===== config.mk =====
export PLATFORM = sky130hd
export DESIGN_NAME = row_euclidean_norm_unit
export DESIGN_NICKNAME = d
export VERILOG_FILES = /design/src/hdl/rn_pkg.sv /design/src/hdl/rn_alu.sv /design/src/hdl/rn_ctrl.sv /design/src/hdl/row_euclidean_norm_unit.sv
export SDC_FILE = /design/constraint.sdc
export NUM_CORES = 1
export LEC_CHECK = 0
export BUFFER_PORTS_ARGS = -buffer_cell sky130_fd_sc_hd__buf_2
export CAP_MARGIN = 20
export CORE_ASPECT_RATIO = 0.5
export CORE_MARGIN = 2
export CORE_UTILIZATION = 30
export DETAILED_ROUTE_END_ITERATION = 8
export GPL_ROUTABILITY_DRIVEN = 0
export PLACE_DENSITY = 0.55
export SETUP_SLACK_MARGIN = 0.4
export SYNTH_ARGS = -nofsm -noshare
export SYNTH_HDL_FRONTEND = slang
export SYNTH_HIERARCHICAL = 1
export SYNTH_SLANG_ARGS = --single-unit

===== constraint.sdc =====
create_clock -name clk -period 15.3 [get_ports clk]
set_input_delay 3.825 -clock clk [delete_from_list [all_inputs] [get_ports clk]]
set_output_delay 3.825 -clock clk [all_outputs]
set_load 0.005 [all_outputs]

===== src/hdl/rn_pkg.sv =====
`timescale 1ns / 1ps
`default_nettype none

package rn_pkg;

	// Fixed field widths
	localparam int SAMPLE_BITS = 16;
	localparam int NORM_BITS   = 24;

	// Input item: one row element
	typedef struct packed {
		logic signed [SAMPLE_BITS-1:0] sample;
		logic                          has_sample;
		logic                          row_last;
	} req_t;

	// Result item: one row norm
	typedef struct packed {
		logic [NORM_BITS-1:0] norm;
		logic                 saturated;
	} rsp_t;

	// Sequencer states
	typedef enum logic [1:0] {
		ST_IDLE,
		ST_ACC,
		ST_ROOT,
		ST_DONE
	} state_t;

	// Controls from sequencer to datapath
	typedef struct packed {
		logic in_ready;
		logic acc_en;
		logic root_start;
		logic root_step;
		logic alu_sub;
		logic out_load;
	} ctrl_t;

endpackage

`default_nettype wire


===== src/hdl/rn_alu.sv =====
`timescale 1ns / 1ps
`default_nettype none

// Shared adder/subtractor: accumulate add or square-root trial subtract.
// carry is the add overflow, or "no borrow" (a >= b) for a subtract.
module rn_alu #(
	parameter int W = 48
) (
	input  wire logic [W-1:0] a,
	input  wire logic [W-1:0] b,
	input  wire logic         sub,
	output logic      [W-1:0] res,
	output logic              carry
);

	logic [W-1:0] b_op;

	assign b_op = sub ? ~b : b;
	assign {carry, res} = {1'b0, a} + {1'b0, b_op} + (W+1)'(sub);

endmodule

`default_nettype wire


===== src/hdl/rn_ctrl.sv =====
`timescale 1ns / 1ps
`default_nettype none

// Sequencer: accumulate step per element, then one root bit per cycle.
module rn_ctrl #(
	parameter int ROOT_BITS = 24
) (
	input  wire logic          clk,
	input  wire logic          arst_n,
	input  wire logic          in_valid,
	input  wire logic          has_sample,
	input  wire logic          row_last,
	input  wire logic          out_free,
	output rn_pkg::ctrl_t      ctrl
);

	localparam int CNT_W = $clog2(ROOT_BITS);
	localparam logic [CNT_W-1:0] CNT_INIT = CNT_W'(ROOT_BITS - 1);

	rn_pkg::state_t   state_q;
	rn_pkg::state_t   state_nxt;
	logic [CNT_W-1:0] cnt_q;
	logic             last_q;

	// State register
	always_ff @(posedge clk or negedge arst_n) begin
		if (!arst_n) begin
			state_q <= rn_pkg::ST_IDLE;
		end else begin
			state_q <= state_nxt;
		end
	end

	// Row-end mark and root bit counter
	always_ff @(posedge clk or negedge arst_n) begin
		if (!arst_n) begin
			last_q <= 1'b0;
			cnt_q  <= '0;
		end else begin
			if (ctrl.in_ready && in_valid) begin
				last_q <= row_last;
			end
			if (ctrl.root_start) begin
				cnt_q <= CNT_INIT;
			end else if (ctrl.root_step) begin
				cnt_q <= cnt_q - 1'b1;
			end
		end
	end

	// Next state and controls
	always_comb begin
		state_nxt = state_q;
		ctrl      = '0;
		case (state_q)
			rn_pkg::ST_IDLE: begin
				ctrl.in_ready = 1'b1;
				if (in_valid) begin
					if (has_sample) begin
						state_nxt = rn_pkg::ST_ACC;
					end else if (row_last) begin
						ctrl.root_start = 1'b1;
						state_nxt       = rn_pkg::ST_ROOT;
					end
				end
			end
			rn_pkg::ST_ACC: begin
				ctrl.acc_en = 1'b1;
				if (last_q) begin
					ctrl.root_start = 1'b1;
					state_nxt       = rn_pkg::ST_ROOT;
				end else begin
					state_nxt = rn_pkg::ST_IDLE;
				end
			end
			rn_pkg::ST_ROOT: begin
				ctrl.root_step = 1'b1;
				ctrl.alu_sub   = 1'b1;
				if (cnt_q == '0) begin
					state_nxt = rn_pkg::ST_DONE;
				end
			end
			rn_pkg::ST_DONE: begin
				if (out_free) begin
					ctrl.out_load = 1'b1;
					state_nxt     = rn_pkg::ST_IDLE;
				end
			end
			default: begin
				state_nxt = rn_pkg::ST_IDLE;
			end
		endcase
	end

endmodule

`default_nettype wire


===== src/hdl/row_euclidean_norm_unit.sv =====
`timescale 1ns / 1ps
`default_nettype none

// Row Euclidean norm unit.
// req channel (valid/ready): one row element per item: signed Q1.15 sample,
// has_sample (element present) and row_last (closes the row). An item with
// neither flag set changes nothing. rsp channel (valid/ready): one item per
// row, norm = floor(sqrt(sum of squares)) in Q.15 (low 24 bits) plus a flag
// that the SUM_BITS-wide sum saturated during the row.
// Sequence: an element item is accepted with its square registered, then added
// in the shared adder. A row end computes ROOT_BITS = (SUM_BITS+1)/2 root
// bits, one root bit per cycle through the same adder, then loads the result
// register; no new item is taken until that load.
// req_ready is high only while the sequencer is idle.
// The result sits in an output register; if rsp_ready is low a finished row
// waits in the sequencer until that register frees, and no new item is taken.
// Reset clears the running sum, the clip flag, the sequencer and rsp_valid.
module row_euclidean_norm_unit #(
	parameter int SUM_BITS = 48
) (
	input  wire logic          clk,
	input  wire logic          arst_n,
	input  wire logic          req_valid,
	output logic               req_ready,
	input  wire rn_pkg::req_t  req,
	output logic               rsp_valid,
	input  wire logic          rsp_ready,
	output rn_pkg::rsp_t       rsp
);

	localparam int ROOT_BITS = (SUM_BITS + 1) / 2;
	localparam int RAD_BITS  = 2 * ROOT_BITS;
	localparam int REM_BITS  = ROOT_BITS + 2;
	localparam int SQ_BITS   = 2 * rn_pkg::SAMPLE_BITS;
	localparam int NORM_W    = rn_pkg::NORM_BITS;

	rn_pkg::ctrl_t         ctrl;
	logic                  out_free;

	logic signed [SQ_BITS-1:0] prod;
	logic [SQ_BITS-1:0]    sq_q;
	logic [SUM_BITS-1:0]   sum_q;
	logic                  clip_q;

	logic [RAD_BITS-1:0]   v_q;
	logic [REM_BITS-1:0]   r_q;
	logic [ROOT_BITS-1:0]  q_q;
	logic                  clip_row_q;

	logic [REM_BITS-1:0]   rs;
	logic [REM_BITS-1:0]   trial;
	logic [SUM_BITS-1:0]   alu_a;
	logic [SUM_BITS-1:0]   alu_b;
	logic [SUM_BITS-1:0]   alu_res;
	logic                  alu_carry;
	logic [SUM_BITS-1:0]   sum_new;
	logic                  clip_new;
	logic [SUM_BITS-1:0]   sum_fin;
	logic                  clip_fin;

	logic                  rsp_valid_q;
	rn_pkg::rsp_t          rsp_q;

	assign out_free  = !rsp_valid_q || rsp_ready;
	assign req_ready = ctrl.in_ready;
	assign rsp_valid = rsp_valid_q;
	assign rsp       = rsp_q;

	rn_ctrl #(
		.ROOT_BITS(ROOT_BITS)
	) u_ctrl (
		.clk       (clk),
		.arst_n    (arst_n),
		.in_valid  (req_valid),
		.has_sample(req.has_sample),
		.row_last  (req.row_last),
		.out_free  (out_free),
		.ctrl      (ctrl)
	);

	// Square of the incoming sample, registered at accept
	assign prod = req.sample * req.sample;

	always_ff @(posedge clk) begin
		if (req_valid && ctrl.in_ready) begin
			sq_q <= unsigned'(prod);
		end
	end

	// Operand select for the shared adder
	assign rs    = {r_q[REM_BITS-3:0], v_q[RAD_BITS-1 -: 2]};
	assign trial = {q_q, 2'b01};
	assign alu_a = ctrl.alu_sub ? SUM_BITS'(rs) : sum_q;
	assign alu_b = ctrl.alu_sub ? SUM_BITS'(trial) : SUM_BITS'(sq_q);

	rn_alu #(
		.W(SUM_BITS)
	) u_alu (
		.a    (alu_a),
		.b    (alu_b),
		.sub  (ctrl.alu_sub),
		.res  (alu_res),
		.carry(alu_carry)
	);

	// Saturating accumulate
	assign sum_new  = alu_carry ? '1 : alu_res;
	assign clip_new = clip_q | alu_carry;
	assign sum_fin  = ctrl.acc_en ? sum_new : sum_q;
	assign clip_fin = ctrl.acc_en ? clip_new : clip_q;

	always_ff @(posedge clk or negedge arst_n) begin
		if (!arst_n) begin
			sum_q  <= '0;
			clip_q <= 1'b0;
		end else if (ctrl.root_start) begin
			sum_q  <= '0;
			clip_q <= 1'b0;
		end else if (ctrl.acc_en) begin
			sum_q  <= sum_new;
			clip_q <= clip_new;
		end
	end

	// Digit-by-digit square root, one root bit per cycle
	always_ff @(posedge clk) begin
		if (ctrl.root_start) begin
			v_q        <= RAD_BITS'(sum_fin);
			r_q        <= '0;
			q_q        <= '0;
			clip_row_q <= clip_fin;
		end else if (ctrl.root_step) begin
			v_q <= v_q << 2;
			if (alu_carry) begin
				r_q <= alu_res[REM_BITS-1:0];
				q_q <= {q_q[ROOT_BITS-2:0], 1'b1};
			end else begin
				r_q <= rs;
				q_q <= {q_q[ROOT_BITS-2:0], 1'b0};
			end
		end
	end

	// Output register
	always_ff @(posedge clk or negedge arst_n) begin
		if (!arst_n) begin
			rsp_valid_q <= 1'b0;
		end else if (ctrl.out_load) begin
			rsp_valid_q <= 1'b1;
		end else if (rsp_ready) begin
			rsp_valid_q <= 1'b0;
		end
	end

	always_ff @(posedge clk) begin
		if (ctrl.out_load) begin
			rsp_q.norm      <= NORM_W'(q_q);
			rsp_q.saturated <= clip_row_q;
		end
	end

	// Checks
	a_elem_adds: assert property (@(posedge clk) disable iff (!arst_n)
		req_valid && req_ready && req.has_sample |=> ctrl.acc_en)
		else $error("element item not followed by accumulate step");

	a_root_busy: assert property (@(posedge clk) disable iff (!arst_n)
		ctrl.root_step |-> !req_ready)
		else $error("input ready during root iteration");

	a_no_overwrite: assert property (@(posedge clk) disable iff (!arst_n)
		ctrl.out_load |-> out_free)
		else $error("result loaded over an untaken result");

	a_load_shows: assert property (@(posedge clk) disable iff (!arst_n)
		ctrl.out_load |=> rsp_valid)
		else $error("loaded result not presented");

	a_row_cleared: assert property (@(posedge clk) disable iff (!arst_n)
		ctrl.root_start |=> (sum_q == '0) && !clip_q)
		else $error("row sum not cleared at row end");

endmodule

`default_nettype wire

==> results of run 1 <==
worst register-to-register path: cells and delay by family (launching register included):
family	cells	cell delay, ns
AOI/OAI and AO/OA	6	2.18
xor gates and xnor gates	1	0.16
adders and majority gates	1	0.35
buffers and inverters	3	1.69
DFF	1	0.53
muxes	2	0.59
and+or+nand+nor	5	1.32
final timing paths:
check                                 end               from  slack (ns)
worst min register to register     rsp[0]         clip_row_q        0.42
max in group asynchronous       sum_q[36]             arst_n       11.19
worst max register to register     v_q[5]  u_ctrl/state_q[1]        8.20
min in group asynchronous       sum_q[10]             arst_n        3.52
worst min-delay path               rsp[0]         clip_row_q        0.42
worst max-delay path             sq_q[30]            req[17]        5.49
flip-flops by register name (all words and copies together), names as in the netlist:
| name | flops |
|---|---|
| clip_q | 1 |
| r_q | 24 |
| v_q | 48 |
| q_q | 24 |
| clip_row_q | 1 |
| sum_q | 48 |
| rsp | 25 |
| rsp_valid | 1 |
| u_ctrl/cnt_q | 5 |
| u_ctrl/last_q | 1 |
| sq_q | 31 |
| u_ctrl/state_q | 2 |
cell type report:
| type | count | area share |
|---|---|---|
| inverter | 386 | 0.0636 |
| timing repair buffer | 57 | 0.0134 |
| tap | 945 | 0.0514 |
| clock buffer | 31 | 0.0286 |
| clock inverter | 13 | 0.00577 |
| sequential | 211 | 0.242 |
| multi-input combinational | 1449 | 0.595 |
layer usage:
layer	GRT usage	wire length, µm	share of wire	vias up
met2	0.215	20800	0.46	139
met3	0.00729	977	0.022	39
li1	-	-	-	6934
met5	0	0	0	-
met1	0.182	22800	0.51	6952
met4	0.0207	523	0.012	0
synth_stat cells, drive strengths merged (29+ instances only):
master	instances	area [µm²]
clkbuf	76	285
xnor2	62	543
and2	45	282
nand2	126	473
a21oi	72	368
nor2b	41	264
edfxtp	105	3150
xor2	78	683
mux2	52	586
nor2	160	601
dfrtp	58	1450
dfxtp	48	961
mux2i	95	951
inv	386	1450
fa	234	4680
ha	140	1750
o22ai	49	313
a211oi	29	228
o21ai	30	161
metrics by stage:
stage                     hold WS [ns]  area, µm²  cells  setup slack (ns)   util
after floorplan                  0.400      21100   2144              5.63      -
after global placement           0.406      22200   3048              5.09  0.321
after detailed placement         0.415      22200   3048              4.96  0.321
after CTS                        0.429      23000   3092              5.52  0.332
after global routing             0.444      23000   3092              5.12  0.332
final                            0.423      23000   3092              5.49  0.332
cell families after synthesis:
group / Yosys count / share of synthesized area
muxes: 147 / 0.0730
AOI/OAI and AO/OA: 308 / 0.104
DFF: 211 / 0.265
adders and majority gates: 374 / 0.306
xor gates and xnor gates: 140 / 0.0583
other: 1 / 0.000178
and+or+nand+nor: 463 / 0.105
buffers and inverters: 484 / 0.0887
==> run metrics, run 1 <==
run status complete, no violations; Die W 379 µm; critical path peak fanout 19; final worst path period share 0.641; Synth Register Bits about 210; number of cells upsized or downsized after cts 0; slew of the pin with the lowest slew margin between 0.9 and 1 ns; minimum clock period after layout around 10 ns; delay-heaviest family, CP adder cells; cell chosen for the clock root sky130_fd_sc_hd__clkbuf_16; ANT nets after route 0; initial antenna violation count 0; initial core utilization 0.304; count of H-tree levels built during CTS 1; cell at the slowest stage of the critical path sky130_fd_sc_hd__fa_1; sum of overflow across all layers after global routing 0; clock transition at the register clock pins on the worst setup and hold paths after CTS 0.06 ns; Distinct cells, synth 84; area taken by multi-input logic gates 0.0137 mm²; CTS Hold Buffers Added 0; Synth warnings 6; Detail Placement HPWL 34500 µm; placement row count 68; Max Buffers Root-to-Sink 3; Syn Area/Cell a little under 10 µm²; number of ports placed on the die boundary 49; headroom to the max-slew limit 0.335; die area 0.0724 mm²; clock tree from TritonCTS yes; source-to-sink clock delay at the later pin of the worst-skew pair 0.52 ns; final hold violations 0; overall via count from detail_route about 14000; number of filler cells placed in the layout 7073; layout cells sized above 1 0.0932; CTS Buf Count 24; cells along the critical path buf_2 > inv_1 > nor2_1 > fa_1 > fa_1 > inv_1 > fa_1 > fa_1 > fa_1 > fa_1 > inv_1 > ha_1 > a21oi_1 > o21ai_0 > and3_1 > a221oi_2 > a21oi_2 > a211oi_2 > xnor2_1; number of global-route vias before repair between 10000 and 15000; most common cell after layout, fill and taps aside sky130_fd_sc_hd__inv_1; flip-flop and latch area between 0.005 and 0.006 mm²; # setup viols final 0; detail-routed via count per cell 4.55; signal arrival time at the worst endpoint between 10 and 15 ns; Fin Clk Skew 0.0118 ns; routed length per instance 14.6 µm; number of enable flip-flop cells after synthesis 105; Synth Instances 2128; area inside the core boundary about 0.069 mm²; synthesis-to-layout area growth 9.25%; Critical Path RT 15.56 ns; primary flip-flop cell chosen by synthesis mapping sky130_fd_sc_hd__edfxtp_1; # DRC 0; cell count of the worst reg-to-reg path 18; Hold Path Class register to register; iteration count of the initial detailed-routing pass 5; final routed wirelength across all metal layers 45200 µm; accumulated negative setup slack 0 ns; count of antenna diodes in the layout 0; maximum number of pins on one net before global-route repair 96; Pins Over Slew Limit 0; Synth Cell Area 0.0210 mm²; total track usage 0.127; max cap viols 0; fraction of registers with async set/reset 0.275; worst hold stages 0; drt initial violations 880; Clock Sink Count 211; setup repair after global routing missed its margin false; sort of element at the end of the critical path register; Highest Clock Rate 0.102 GHz; element type at the critical path start input pin; max incr delay on CP ~0.85 ns; number of cells on the critical path 19; cell type with the highest occurrence count on the critical path sky130_fd_sc_hd__fa_1; most frequent cells in the layout 384 x sky130_fd_sc_hd__inv_1, 234 x sky130_fd_sc_hd__fa_1, 160 x sky130_fd_sc_hd__nor2_1, 140 x sky130_fd_sc_hd__ha_1, 126 x sky130_fd_sc_hd__nand2_1; Port-buffer cells 48; Nets between 2000 and 3000; height of the die ~190 µm; buffers plus inverters on the worst setup path 4; worst setup path category input pin to register; buffer count from post-CTS setup fixing 0; global-route wire length before repair 76500 µm; sequential-to-total area share from yosys stat 0.265
Power of run 1 is left out: the tool's default activity adds up to more than one toggle a clock period on the data nets, which glitch-free logic cannot reach.
==> inputs of run 2 (changes only) <==
- clock period: 15.3 -> 9.2 ns (I/O delays scaled with it)
==> run metrics, run 2 (synthesis gave the netlist of run 1 again) <==
cell chosen for the clock root sky130_fd_sc_hd__clkbuf_16; design area 0.0230 mm² (+0.27%); CTS Buf Count 24 (unchanged); max cap viols 0 (unchanged); area inside the core boundary 0.0692 mm² (unchanged); placement row count 68 (unchanged); sum of overflow across all layers after global routing 0 (unchanged); count of H-tree levels built during CTS 1 (unchanged); sort of element at the end of the critical path register; worst setup path category input pin to register; minimum clock period after layout 7.99 ns; synthesis-to-layout area growth 9.54%; final worst path period share 0.868; end of the worst register-to-register path v_q[25]; final hold violations 0 (unchanged); slew of the pin with the lowest slew margin 0.969 ns (-0.0295 ns); number of ports placed on the die boundary 49 (unchanged); clock tree from TritonCTS yes; signal arrival time at the worst endpoint 8.25 ns (-1.82 ns); buffer count from post-CTS setup fixing 0 (unchanged); flip-flop and latch area 0.00557 mm² (unchanged); critical path peak fanout 16 (-3); Hold Path Class register to register; RR Startpoint u_ctrl/state_q[1]; worst hold stages 0 (unchanged); accumulated negative setup slack 0 ns (unchanged); drt initial violations 819 (-6.9%); total track usage 0.128 (+0.000351); Post-DP Area 0.0222 mm² (+0.10%); initial antenna violation count 0 (unchanged); run status complete, no violations; Pins Over Slew Limit 0 (unchanged); Critical Path RT 9.46 ns (-6.10 ns); final routed wirelength across all metal layers 45700 µm (+1.2%); clock transition at the register clock pins on the worst setup and hold paths after CTS 0.06 ns (about the same); iteration count of the initial detailed-routing pass 5 (unchanged); CTS Hold Buffers Added 0 (unchanged); number of filler cells placed in the layout 7066 (-0.099%); setup repair after global routing missed its margin false; Max Buffers Root-to-Sink 3 (unchanged); number of cells upsized or downsized after cts 0 (unchanged); overall via count from detail_route 14200 (+0.97%); area taken by multi-input logic gates 0.0137 mm² (unchanged); # DRC 0 (unchanged); detail-routed via count per cell 4.59 (+0.88%); initial core utilization 0.304 (unchanged); count of antenna diodes in the layout 0 (unchanged); setup slack, reg-to-reg 2.51 ns (-5.69 ns); global-route wire length before repair 76100 µm (-0.42%); Port-buffer cells 48 (unchanged); headroom to the max-slew limit 0.354 (+0.0197); cell count of the worst reg-to-reg path 17 (-1); ANT nets after route 0 (unchanged); top flop regs sum_q: 48 flops, v_q: 48 flops, sq_q: 31 flops; Clock Sink Count 211 (unchanged); layout cells sized above 1 0.0958 (+0.00266); # setup viols final 0 (unchanged); height of the die 191 µm (unchanged); most common cell after layout, fill and taps aside sky130_fd_sc_hd__inv_1; number of global-route vias before repair 14500 (-1.1%); Highest Clock Rate between 0.1 and 0.15 GHz; source-to-sink clock delay at the later pin of the worst-skew pair 0.54 ns (+0.02 ns); Detail Placement HPWL 35000 µm (+1.4%); maximum number of pins on one net before global-route repair 133 (+39%); routed length per instance 14.8 µm (+1.1%); Fin Clk Skew 0.0330 ns (+0.0212 ns); Die W 379 µm (unchanged); element type at the critical path start input pin; most frequent cells in the layout 384 x sky130_fd_sc_hd__inv_1, 234 x sky130_fd_sc_hd__fa_1, 160 x sky130_fd_sc_hd__nor2_1, 140 x sky130_fd_sc_hd__ha_1, 126 x sky130_fd_sc_hd__nand2_1; beginning of the worst hold path clip_row_q; Worst Hold End rsp[0]; die area 0.0724 mm² (unchanged); Nets 2528 (+0.12%)
[run 2: changes by cell type in the layout (fill, tap and decap cells not counted), sizes merged]
cell,previous run,this run
clkinv,10,6
buf,57,60
clkbuf,31,33
clkinvlp,1,3
[run 2: per-stage QoR]
step                      hold WS [ns]  setup slack (ns)  utilization  std cells
after floorplan                  0.400              1.06            -       2144
after CTS                        0.423              1.23        0.333       3095
after global placement           0.406             0.816        0.321       3051
after detailed placement         0.408             0.684        0.321       3051
final                            0.420              1.21        0.333       3095
after global routing             0.437             0.840        0.333       3095
[run 2: cell type report]
class / instances / share of cell area
multi-input cells: 1449 / 0.594
flip-flops and latches: 211 / 0.241
inverters: 386 / 0.0634
well taps: 945 / 0.0513
clock buffers: 33 / 0.0306
repair buffers: 60 / 0.0143
clock inverters: 11 / 0.00532
[run 2: worst max-delay path, cell delays in order]
cell and delay [ns]:
sky130_fd_sc_hd__buf_2 0.30, sky130_fd_sc_hd__inv_1 0.16, sky130_fd_sc_hd__nor2_1 0.24, sky130_fd_sc_hd__fa_1 0.59, sky130_fd_sc_hd__fa_1 0.87, sky130_fd_sc_hd__inv_1 0.12, sky130_fd_sc_hd__fa_1 0.50, sky130_fd_sc_hd__fa_1 0.57
sky130_fd_sc_hd__fa_1 0.43, sky130_fd_sc_hd__fa_1 0.49, sky130_fd_sc_hd__inv_1 0.04, sky130_fd_sc_hd__ha_1 0.31, sky130_fd_sc_hd__a21oi_1 0.28, sky130_fd_sc_hd__o21ai_0 0.19, sky130_fd_sc_hd__and3_1 0.22, sky130_fd_sc_hd__a221oi_2 0.24
sky130_fd_sc_hd__a21oi_2 0.11, sky130_fd_sc_hd__a211oi_2 0.21, sky130_fd_sc_hd__xnor2_1 0.08
[run 2: how the worst max path moves through the flow]
stage          startpoint        to  slack (ns)  cells past startpoint
2_1_floorplan     req[17]  sq_q[30]        1.06                     19
3_3_place_gp       req[4]  sq_q[30]        0.82                     19
3_5_place_dp       req[4]  sq_q[30]        0.68                     19
4_1_cts            req[4]  sq_q[30]        1.23                     19
5_1_grt            req[4]  sq_q[30]        0.84                     19
6_report           req[4]  sq_q[30]        1.21                     19
[run 2: routing by layer]
| layer | vias to the layer above | global-route usage | wire (µm) |
|---|---|---|---|
| met1 | 7064 | 0.185 | 23200 |
| met3 | 39 | 0.00837 | 1100 |
| met5 | - | 0 | 0 |
| li1 | 6933 | - | - |
| met2 | 165 | 0.213 | 20900 |
| met4 | 0 | 0.0208 | 525 |
Power of run 2 is left out for the same reason.
